File: config.mk
export PLATFORM = sky130hd
export DESIGN_NAME = byte_aligned_bitmap_run_encoder_flat
export DESIGN_NICKNAME = d
export VERILOG_FILES = /design/src/rtl/core/babre_pkg.sv /design/src/rtl/core/babre_if.sv /design/src/rtl/core/babre_encoder.sv /design/src/rtl/core/babre_fifo.sv /design/src/rtl/core/byte_aligned_bitmap_run_encoder.sv /design/src/flat_wrapper.sv
export SDC_FILE = /design/constraint.sdc
export NUM_CORES = 1
export LEC_CHECK = 0
export CAP_MARGIN = 10
export CORE_MARGIN = 5
export CORE_UTILIZATION = 60
export DETAILED_ROUTE_END_ITERATION = 16
export DONT_BUFFER_PORTS = 1
export GPL_TIMING_DRIVEN = 1
export PLACE_DENSITY = 0.88
export REMOVE_ABC_BUFFERS = 1
export SLEW_MARGIN = 20
export SYNTH_ARGS = -nofsm -noshare
export SYNTH_HDL_FRONTEND = slang
export SYNTH_SLANG_ARGS = --single-unit
File: constraint.sdc
create_clock -name clk -period 7.9 [get_ports clk]
set_input_delay 0.79 -clock clk [delete_from_list [all_inputs] [get_ports clk]]
set_output_delay 0.79 -clock clk [all_outputs]
set_load 0.1 [all_outputs]
File: src/rtl/core/babre_pkg.sv
// babre_pkg: shared constants and types for the bitmap run encoder
// no dependencies; imported by every module of the block
`timescale 1ns / 1ps

package babre_pkg;

    localparam int GROUP_W = 7;
    localparam int CODE_W  = 8;
    localparam int COUNT_W = 6;

    localparam int FIFO_DEPTH_DEF = 4;

    localparam logic [GROUP_W-1:0] GROUP_MASK     = 7'h7F;
    localparam logic [CODE_W-1:0]  LITERAL_FLAG   = 8'h80;
    localparam logic [CODE_W-1:0]  ONE_FILL_FLAG  = 8'h40;
    localparam logic [CODE_W-1:0]  KIND_MASK      = 8'hC0;
    localparam logic [CODE_W-1:0]  FILL_COUNT_ONE = 8'h01;
    localparam logic [COUNT_W-1:0] COUNT_MAX      = 6'h3F;

    // number of code beats pushed by one group
    typedef enum logic [1:0] {
        PUSH_NONE = 2'd0,
        PUSH_ONE  = 2'd1,
        PUSH_TWO  = 2'd2
    } push_cnt_t;

    typedef struct packed {
        logic [CODE_W-1:0] code_byte;
        logic              last_code;
    } code_beat_t;

    typedef struct packed {
        push_cnt_t  cnt;
        code_beat_t first;
        code_beat_t second;
    } push_t;

endpackage

File: src/rtl/core/babre_if.sv
// babre_in_if / babre_out_if: valid/ready channels of the bitmap run encoder
// depends on babre_pkg for field widths
`timescale 1ns / 1ps

interface babre_in_if;
    logic                          valid;
    logic                          ready;
    logic [babre_pkg::GROUP_W-1:0] group_bits;
    logic                          last_group;

    modport source (output valid, output group_bits, output last_group, input ready);
    modport sink (input valid, input group_bits, input last_group, output ready);
endinterface

interface babre_out_if;
    logic                         valid;
    logic                         ready;
    logic [babre_pkg::CODE_W-1:0] code_byte;
    logic                         last_code;

    modport source (output valid, output code_byte, output last_code, input ready);
    modport sink (input valid, input code_byte, input last_code, output ready);
endinterface

File: src/rtl/core/babre_encoder.sv
// babre_encoder: input register, group classification and held-code merge
// depends on babre_pkg; feeds up to two code beats per group to babre_fifo
`timescale 1ns / 1ps

module babre_encoder (
    input  logic                          clk,
    input  logic                          rst_n,
    input  logic                          in_valid,
    output logic                          in_ready,
    input  logic [babre_pkg::GROUP_W-1:0] group_bits,
    input  logic                          last_group,
    input  logic                          space_ok,
    output babre_pkg::push_t              push
);
    import babre_pkg::*;

    logic               stage_valid_reg, stage_valid_next;
    logic [GROUP_W-1:0] bits_reg, bits_next;
    logic               last_reg, last_next;
    logic [CODE_W-1:0]  held_code_reg, held_code_next;
    logic               held_valid_reg, held_valid_next;

    logic              advance;
    logic              is_zero;
    logic              is_ones;
    logic              is_fill;
    logic [CODE_W-1:0] kind;
    logic              merged;
    logic              emit_held;
    logic [CODE_W-1:0] fresh_code;
    logic [CODE_W-1:0] new_code;

    assign advance  = stage_valid_reg && space_ok;
    assign in_ready = !stage_valid_reg || space_ok;

    // input register
    always_comb
    begin
        stage_valid_next = stage_valid_reg;
        bits_next        = bits_reg;
        last_next        = last_reg;
        if (in_valid && in_ready)
        begin
            stage_valid_next = 1'b1;
            bits_next        = group_bits;
            last_next        = last_group;
        end
        else if (advance)
        begin
            stage_valid_next = 1'b0;
        end
    end

    // classify and merge
    assign is_zero    = (bits_reg == '0);
    assign is_ones    = (bits_reg == GROUP_MASK);
    assign is_fill    = is_zero || is_ones;
    assign kind       = is_ones ? ONE_FILL_FLAG : '0;
    assign merged     = is_fill && held_valid_reg && ((held_code_reg & KIND_MASK) == kind)
                        && (held_code_reg[COUNT_W-1:0] != COUNT_MAX);
    assign fresh_code = is_fill ? (kind | FILL_COUNT_ONE) : (LITERAL_FLAG | {1'b0, bits_reg});
    assign new_code   = merged ? (held_code_reg + FILL_COUNT_ONE) : fresh_code;
    assign emit_held  = !merged && held_valid_reg;

    always_comb
    begin
        push.cnt              = PUSH_NONE;
        push.first.code_byte  = held_code_reg;
        push.first.last_code  = 1'b0;
        push.second.code_byte = new_code;
        push.second.last_code = 1'b1;
        held_code_next        = held_code_reg;
        held_valid_next       = held_valid_reg;
        if (advance)
        begin
            if (emit_held)
            begin
                push.cnt = last_reg ? PUSH_TWO : PUSH_ONE;
            end
            else if (last_reg)
            begin
                push.cnt             = PUSH_ONE;
                push.first.code_byte = new_code;
                push.first.last_code = 1'b1;
            end
            if (last_reg)
            begin
                held_code_next  = '0;
                held_valid_next = 1'b0;
            end
            else
            begin
                held_code_next  = new_code;
                held_valid_next = 1'b1;
            end
        end
    end

    always_ff @(posedge clk or negedge rst_n)
    begin
        if (!rst_n)
        begin
            stage_valid_reg <= 1'b0;
            held_code_reg   <= '0;
            held_valid_reg  <= 1'b0;
        end
        else
        begin
            stage_valid_reg <= stage_valid_next;
            held_code_reg   <= held_code_next;
            held_valid_reg  <= held_valid_next;
        end
    end

    always_ff @(posedge clk)
    begin
        bits_reg <= bits_next;
        last_reg <= last_next;
    end

endmodule

File: src/rtl/core/babre_fifo.sv
// babre_fifo: small result queue, up to two writes and one read per cycle
// depends on babre_pkg for the beat and push types
`timescale 1ns / 1ps

module babre_fifo #(
    parameter int DEPTH = babre_pkg::FIFO_DEPTH_DEF
) (
    input  logic                  clk,
    input  logic                  rst_n,
    input  babre_pkg::push_t      push,
    output logic                  space_ok,
    output logic                  out_valid,
    input  logic                  out_ready,
    output babre_pkg::code_beat_t out_beat
);
    import babre_pkg::*;

    localparam int AW = (DEPTH > 1) ? $clog2(DEPTH) : 1;
    localparam int CW = $clog2(DEPTH + 1);

    localparam logic [AW-1:0] LAST_IDX = AW'(DEPTH - 1);
    localparam logic [CW-1:0] SPACE_LIMIT = CW'(DEPTH - 2);

    function automatic logic [AW-1:0] ptr_inc(input logic [AW-1:0] ptr);
        ptr_inc = (ptr == LAST_IDX) ? '0 : ptr + AW'(1);
    endfunction

    code_beat_t    mem_reg [DEPTH];
    logic [AW-1:0] wr_ptr_reg, wr_ptr_next;
    logic [AW-1:0] rd_ptr_reg, rd_ptr_next;
    logic [CW-1:0] count_reg, count_next;
    logic [AW-1:0] wr_ptr_plus1;
    logic          pop;

    assign wr_ptr_plus1 = ptr_inc(wr_ptr_reg);
    assign out_valid    = (count_reg != '0);
    assign out_beat     = mem_reg[rd_ptr_reg];
    assign pop          = out_valid && out_ready;
    assign space_ok     = (count_reg <= SPACE_LIMIT);

    always_comb
    begin
        count_next  = count_reg + CW'(push.cnt) - CW'(pop);
        rd_ptr_next = pop ? ptr_inc(rd_ptr_reg) : rd_ptr_reg;
        case (push.cnt)
            PUSH_ONE: wr_ptr_next = wr_ptr_plus1;
            PUSH_TWO: wr_ptr_next = ptr_inc(wr_ptr_plus1);
            default:  wr_ptr_next = wr_ptr_reg;
        endcase
    end

    always_ff @(posedge clk or negedge rst_n)
    begin
        if (!rst_n)
        begin
            wr_ptr_reg <= '0;
            rd_ptr_reg <= '0;
            count_reg  <= '0;
        end
        else
        begin
            wr_ptr_reg <= wr_ptr_next;
            rd_ptr_reg <= rd_ptr_next;
            count_reg  <= count_next;
        end
    end

    always_ff @(posedge clk)
    begin
        if (push.cnt == PUSH_ONE || push.cnt == PUSH_TWO)
        begin
            mem_reg[wr_ptr_reg] <= push.first;
        end
        if (push.cnt == PUSH_TWO)
        begin
            mem_reg[wr_ptr_plus1] <= push.second;
        end
    end

endmodule

File: src/rtl/core/byte_aligned_bitmap_run_encoder.sv
// byte_aligned_bitmap_run_encoder: top level of the bitmap run encoder
// depends on babre_pkg, babre_if, babre_encoder and babre_fifo
//
// usage
//   in_ch carries one 7-bit bitmap group per beat (bit 0 earliest) and a
//   last_group flag that closes the stream. out_ch carries code bytes:
//   literal (bit 7 set), zero fill or one fill (bit 6) with a 6-bit count.
//   fills of the same kind merge into the held code up to a count of 63.
//   the held code leaves when a different code follows or its count is full,
//   or on last_group, where the stream's last byte carries last_code and the
//   next beat opens a new stream. a released byte passes the input register,
//   then the result queue, before it is valid on out_ch.
//   throughput: one group per cycle; a group emits at most two bytes, but a
//   stream never emits more bytes than it has groups, so with out_ch ready
//   the queue never fills and in_ch never stalls.
//   stall: while out_ch is not ready, bytes wait in the queue; in_ch drops
//   ready once the input register holds a group and fewer than two queue
//   entries are free.
//   reset: rst_n clears the queue, the input register and the held code.
`timescale 1ns / 1ps

module byte_aligned_bitmap_run_encoder #(
    parameter int FIFO_DEPTH = babre_pkg::FIFO_DEPTH_DEF
) (
    input logic         clk,
    input logic         rst_n,
    babre_in_if.sink    in_ch,
    babre_out_if.source out_ch
);
    import babre_pkg::*;

    push_t      push;
    logic       space_ok;
    code_beat_t out_beat;

    babre_encoder u_encoder (
        .clk        (clk),
        .rst_n      (rst_n),
        .in_valid   (in_ch.valid),
        .in_ready   (in_ch.ready),
        .group_bits (in_ch.group_bits),
        .last_group (in_ch.last_group),
        .space_ok   (space_ok),
        .push       (push)
    );

    babre_fifo #(
        .DEPTH (FIFO_DEPTH)
    ) u_fifo (
        .clk       (clk),
        .rst_n     (rst_n),
        .push      (push),
        .space_ok  (space_ok),
        .out_valid (out_ch.valid),
        .out_ready (out_ch.ready),
        .out_beat  (out_beat)
    );

    assign out_ch.code_byte = out_beat.code_byte;
    assign out_ch.last_code = out_beat.last_code;

endmodule

File: src/flat_wrapper.sv
// flat-port wrapper written by rule: the top's interface ports become plain ports
module byte_aligned_bitmap_run_encoder_flat import babre_pkg::*;
#(
    parameter int FIFO_DEPTH = babre_pkg::FIFO_DEPTH_DEF
)
  (clk, rst_n, in_ch_valid, in_ch_group_bits, in_ch_last_group, in_ch_ready, out_ch_valid, out_ch_code_byte, out_ch_last_code, out_ch_ready);
  babre_in_if in_ch_i ();
  babre_out_if out_ch_i ();
  input logic clk;
  input logic rst_n;
  input wire logic [$bits(in_ch_i.valid)-1:0] in_ch_valid;
  input wire logic [$bits(in_ch_i.group_bits)-1:0] in_ch_group_bits;
  input wire logic [$bits(in_ch_i.last_group)-1:0] in_ch_last_group;
  output wire logic [$bits(in_ch_i.ready)-1:0] in_ch_ready;
  output wire logic [$bits(out_ch_i.valid)-1:0] out_ch_valid;
  output wire logic [$bits(out_ch_i.code_byte)-1:0] out_ch_code_byte;
  output wire logic [$bits(out_ch_i.last_code)-1:0] out_ch_last_code;
  input wire logic [$bits(out_ch_i.ready)-1:0] out_ch_ready;
  assign in_ch_i.valid = in_ch_valid;
  assign in_ch_i.group_bits = in_ch_group_bits;
  assign in_ch_i.last_group = in_ch_last_group;
  assign in_ch_ready = in_ch_i.ready;
  assign out_ch_valid = out_ch_i.valid;
  assign out_ch_code_byte = out_ch_i.code_byte;
  assign out_ch_last_code = out_ch_i.last_code;
  assign out_ch_i.ready = out_ch_ready;
  byte_aligned_bitmap_run_encoder #(.FIFO_DEPTH(FIFO_DEPTH)) u_core (.clk(clk), .rst_n(rst_n), .in_ch(in_ch_i), .out_ch(out_ch_i));
endmodule
After elaboration in Yosys (flattened, before gate mapping)

Memories as Yosys holds them, arrays and structs flattened.
Index checks and enable logic that the tools add are counted.

Register bits: 25
Memory bits (writable): 36
Input bits: 12
Output and inout port bits: 11
Logic and storage cells: 60
Memories: 1

Memories:

| memory                | depth | bits a word | rd ports | clocked after memory_dff | wr ports | line             | text |
|---|---|---|---|---|---|---|---|
| u_core.u_fifo.mem_reg | 4     | 9           | 1        | 0                        | 2        | babre_fifo.sv:28 | `code_beat_t mem_reg [DEPTH];` |

$add $sub $neg: 6
$lt $le $gt $ge: 1
Equality and inequality tests: 8
Mux-type cells: 20
Reduce and logical (&&, ||, !) cells: 16

Operators with widths:

| operator              | number |
|---|---|
| $mux W8               | 3 |
| $mux W11              | 1 |
| $mux W10              | 1 |
| $mux W2               | 5 |
| $mux W9               | 1 |
| $add A8 B1 Y8 const B | 1 |
| $eq A2 B2 Y1 const B  | 4 |
| $eq A8 B7 Y1          | 1 |
| $eq A7 B7 Y1 const B  | 1 |
| $logic_and A1 B1 Y1   | 7 |
| $logic_not A7 Y1      | 1 |
| $mux W1               | 7 |
| $mux W7               | 1 |
| $add A2 B1 Y2 const B | 3 |
| $ne A6 B6 Y1 const B  | 1 |
| $pmux W2 S2           | 1 |
| $reduce_bool A2 Y1    | 2 |
| $add A3 B2 Y3         | 1 |
| $le A3 B2 Y1 const B  | 1 |
| $logic_or A1 B1 Y1    | 3 |
| $reduce_bool A3 Y1    | 1 |
| $sub A3 B1 Y3         | 1 |
| $eq A2 B1 Y1 const B  | 1 |
| $logic_not A1 Y1      | 2 |

Logic depth before layout (Yosys ltp)

Word-level depth: 13
Mapped depth: 15
Gate-level depth less buffers: 14

By module

A second synthesis with hierarchy kept.

Cells, all modules: 237
Area, all modules: 3378.2 um^2

By module, submodules not included:

| module        | times used | cells an instance | area an instance (um^2) | seq. area each (um^2) |
|---|---|---|---|---|
| babre_fifo    | 1          | 141               | 2279.7                  | 1256.2 |
| babre_encoder | 1          | 96                | 1098.6                  | 490.5 |

Worst setup path after synthesis

Ideal clock, no wire load.

Path type: register to register
From: register u_core.u_encoder.bits_reg[1]
To: memory u_core.u_fifo.mem_reg[2][1] (netlist bit) (data pin)
Library setup time: 0.255 ns
Arrival: 2.900 ns
Data required time: 7.645 ns
Setup slack: 4.745 ns
Cell stages (with the launch flop): 13
Buffers on the path: 2
Period minus slack after synthesis: 3.155 ns
Cells stage by stage: edfxtp_1 > or4_4 > nor4_4 > o211ai_2 > nand2_1 > ha_1 > nand2b_1 > ha_1 > clkbuf_1 > nand2_1 > clkbuf_1 > a21boi_0 > a31o_1

RTL lines:

| what                   | line                 | text |
|---|---|---|
| start, declared        | babre_encoder.sv:18  | `logic [GROUP_W-1:0] bits_reg, bits_next;` |
| start signal, assigned | babre_encoder.sv:117 | `bits_reg <= bits_next;` |
| end, declared          | babre_fifo.sv:28     |  |

==> flow_summary.yaml <==
clock_network:
  cts.sinks: 61
  cts_tree: "built"
  h-tree-depth: 3
  numCtsBuffers: 9
  post_cts_resized: 0
  hold_buffers: 0
  clk_pin_slew_ps: 70
  postCtsSetupRepairBufs: 0
  clk_latency_ps: 350
  cts_buffer_depth: 2
  root_buffer: "clkbuf_8"
critical_path:
  crit_chain: "or4_4 > nor4_4 > o211ai_2 > nand2_1 > ha_1 > nand2b_1 > ha_1 > nand2b_1 > a211o_1 > a21boi_0 > a31o_1"
  worstSetupStartpointType: "flop"
  setup.worst_path.start: "u_core.u_encoder.bits_reg[1]"
  end_kind: "flop"
  worstSetupPathType: "reg -> reg"
  max_stage_delay_ps: 580
  crit_fanout: 9
  crit_required_ps: 8000
  cp.arrival_ps: 3540
  r2r-start: "u_core.u_encoder.bits_reg[1]"
  slowest_stage: "or4_4"
floorplanning:
  pin_count: 23
  die_area_um2: 7051
  die_h_um: 83.97
  initial_core_util_pct: 60.74
  die_w_um: 83.97
  num_rows: 27
  core_area_um2: 5405
sta:
  setup_viol: 0
  fin_tns_setup_ps: 0
  worstMarginPinSlew_ps: 1070
  finalMaxSlewViolations: 0
  max_freq_ghz: 0.2912
  finClkSkew_ps: 10.71
  finalHoldViolations: 0
  rsz0062_at_grt: "no"
  fin_crit_sh_pct: 43.48
  relSlewSlack_pct: 28.68
  fin_crit_ps: 3435
yosys:
  synth_area_per_cell_um2: 11.85
  synth_top_cell_by_area: "edfxtp_1"
  ys_types: 51
  ys_seq_elements: 61
  ys_seq_area_share_pct: 51.98
  async_reset_ff_share_pct: 27.87
  yosys_warnings: 0
  ys.flop_type: "edfxtp_1"
  synth.cell_area_um2: 3283
  syn_inst: 277
  yosysTopAreaCellShare_pct: 36.59
  synth_edf_count: 40
  ys_top_cells_by_area: "edfxtp_1, dfrtp_1, mux4_2"
route:
  antenna_left: 0
  first_pass_iters: 5
  vias: 2317
  routedWlPerCell_um: 20.12
  drc: 0
  wirelength_um: 7042
  initialDrtViolationCount: 237
  avgViaCountPerCell: 6.620
layout:
  fin_nets: 301
  instances_no_fill: 350
  final_common_cell: "edfxtp_1"
  drive_gt1_share_pct: 11.51
  fillers: 384
  mostFrequentLayoutCells: "edfxtp_1, nand2_1, o22ai_1, dfrtp_1, ha_1"
  largest_reg_flops: 36
  area_growth_pct: 7.355
  num_antenna_cells: 0
placed_design:
  place_congestion: 0.9278
  dpl.hpwl_um: 5153
  port-buffer-count: 0
  dp.cells: 334
pwr:
  irDropWorstVdd_mv: 0.3070
  cellLeakagePower_uw: 0.001317
  power_density_nw_per_um2: 456.7
grt:
  grt_max_degree: 25
  grt_pass1_vias: 2288
  grt_pass1_wl_um: 11560
  grt-ovfl-total: 0
  antenna_found_initial: 0
  grt_usage_pct: 21.50
status:
  status: "finished, final reports clean"
run:
  maxCapViolations: 0
worst_hold_path:
  hold_path_class: "in -> async"
[logic make-up (layout without fill, tap and decap cells)]
| group | after synthesis | count (layout) | share of synthesized area, % |
|---|---|---|---|
| AOI/OAI and AO/OA | 80 | 80 | 17.72 |
| xor gates and xnor gates | 7 | 7 | 1.867 |
| adders and majority gates | 16 | 16 | 6.326 |
| buffers and inverters | 25 | 26 | 3.316 |
| DFF | 61 | 61 | 51.98 |
| muxes | 10 | 10 | 6.517 |
| and+or+nand+nor | 78 | 78 | 12.27 |
[area by class of cell]
| type | instances | area, um2 | area share, % |
|---|---|---|---|
| clock buffers | 10 | 137.6 | 3.905 |
| clock inverters | 6 | 85.08 | 2.414 |
| inverters | 10 | 37.54 | 1.065 |
| flip-flops and latches | 61 | 1707 | 48.42 |
| multi-input cells | 191 | 1468 | 41.64 |
| well taps | 72 | 90.09 | 2.556 |
[stage by stage]
stage / cell area [um2] / power, uW / hold slack, ps / setup WS (ps) / util [%]
detailed placement: 3302 / 1302 / 482.7 / 4479 / 61.09
finish: 3525 / 1610 / 129.3 / 4465 / 65.21
global route: 3525 / 1695 / 105.1 / 4236 / 65.21
floorplan: 3212 / 1176 / 449.4 / 4766 / -
CTS: 3525 / 1616 / 116.0 / 4470 / 65.21
global placement: 3302 / 1268 / 468.0 / 4576 / 61.09
[path summary, 6_finish.rpt]
check / to / slack (ps) / cells after the start
worst max-delay path: u_core.u_fifo.mem_reg[2][1] / 4470 / 11
worst min-delay path: u_core.u_fifo.count_reg[1] / 130 / 0
worst max register to register: u_core.u_fifo.mem_reg[2][1] / 4470 / 11
worst min register to register: u_core.u_fifo.mem_reg[3][0] / 500 / 2
max in group asynchronous: u_core.u_encoder.held_code_reg[0] / 7690 / 0
min in group clk: u_core.u_fifo.mem_reg[3][0] / 500 / 2
[where the power goes]
| group | switching (uW) | internal [uW] | total [uW] |
|---|---|---|---|
| clock | 126 | 186 | 311 |
| sequential | 110 | 453 | 562 |
| combinational | 539 | 197 | 736 |
| total | 774 | 836 | 1610 |
[routing by layer]
layer / share of wire [%] / GRT usage (%) / vias up
met5: 0 / 0 / -
met4: 3.4 / 9.503 / 0
met3: 7.6 / 6.022 / 22
met1: 38 / 26.17 / 1102
met2: 50 / 35.65 / 131
li1: - / - / 1062
[synthesized netlist by cell type, types with 3 or more instances]
| cell type | count |
|---|---|
| edfxtp_1 | 40 |
| nand2_1 | 37 |
| o22ai_1 | 19 |
| dfrtp_1 | 17 |
| ha_1 | 15 |
| clkbuf_1 | 11 |
| nand2b_1 | 11 |
| a21oi_1 | 10 |
| inv_1 | 10 |
| mux4_2 | 9 |
| a32o_1 | 7 |
| nor2_1 | 6 |
| o31ai_1 | 6 |
| a31o_1 | 5 |
| a22oi_1 | 4 |
| a31oi_1 | 4 |
| and2_1 | 4 |
| dfxtp_1 | 4 |
| nand3_1 | 4 |
| o211ai_1 | 4 |
| xnor2_1 | 4 |
| a21o_1 | 3 |
| o21ai_1 | 3 |
| xor2_1 | 3 |
[worst max-delay path: cells and delay by family, from the launching register on]
family                     cells  cell delay (ps)
adders and majority gates      2              660
DFF                            1              430
AOI/OAI and AO/OA              4              700
and+or+nand+nor                5             1400
Power figures use the tool's default switching activity.
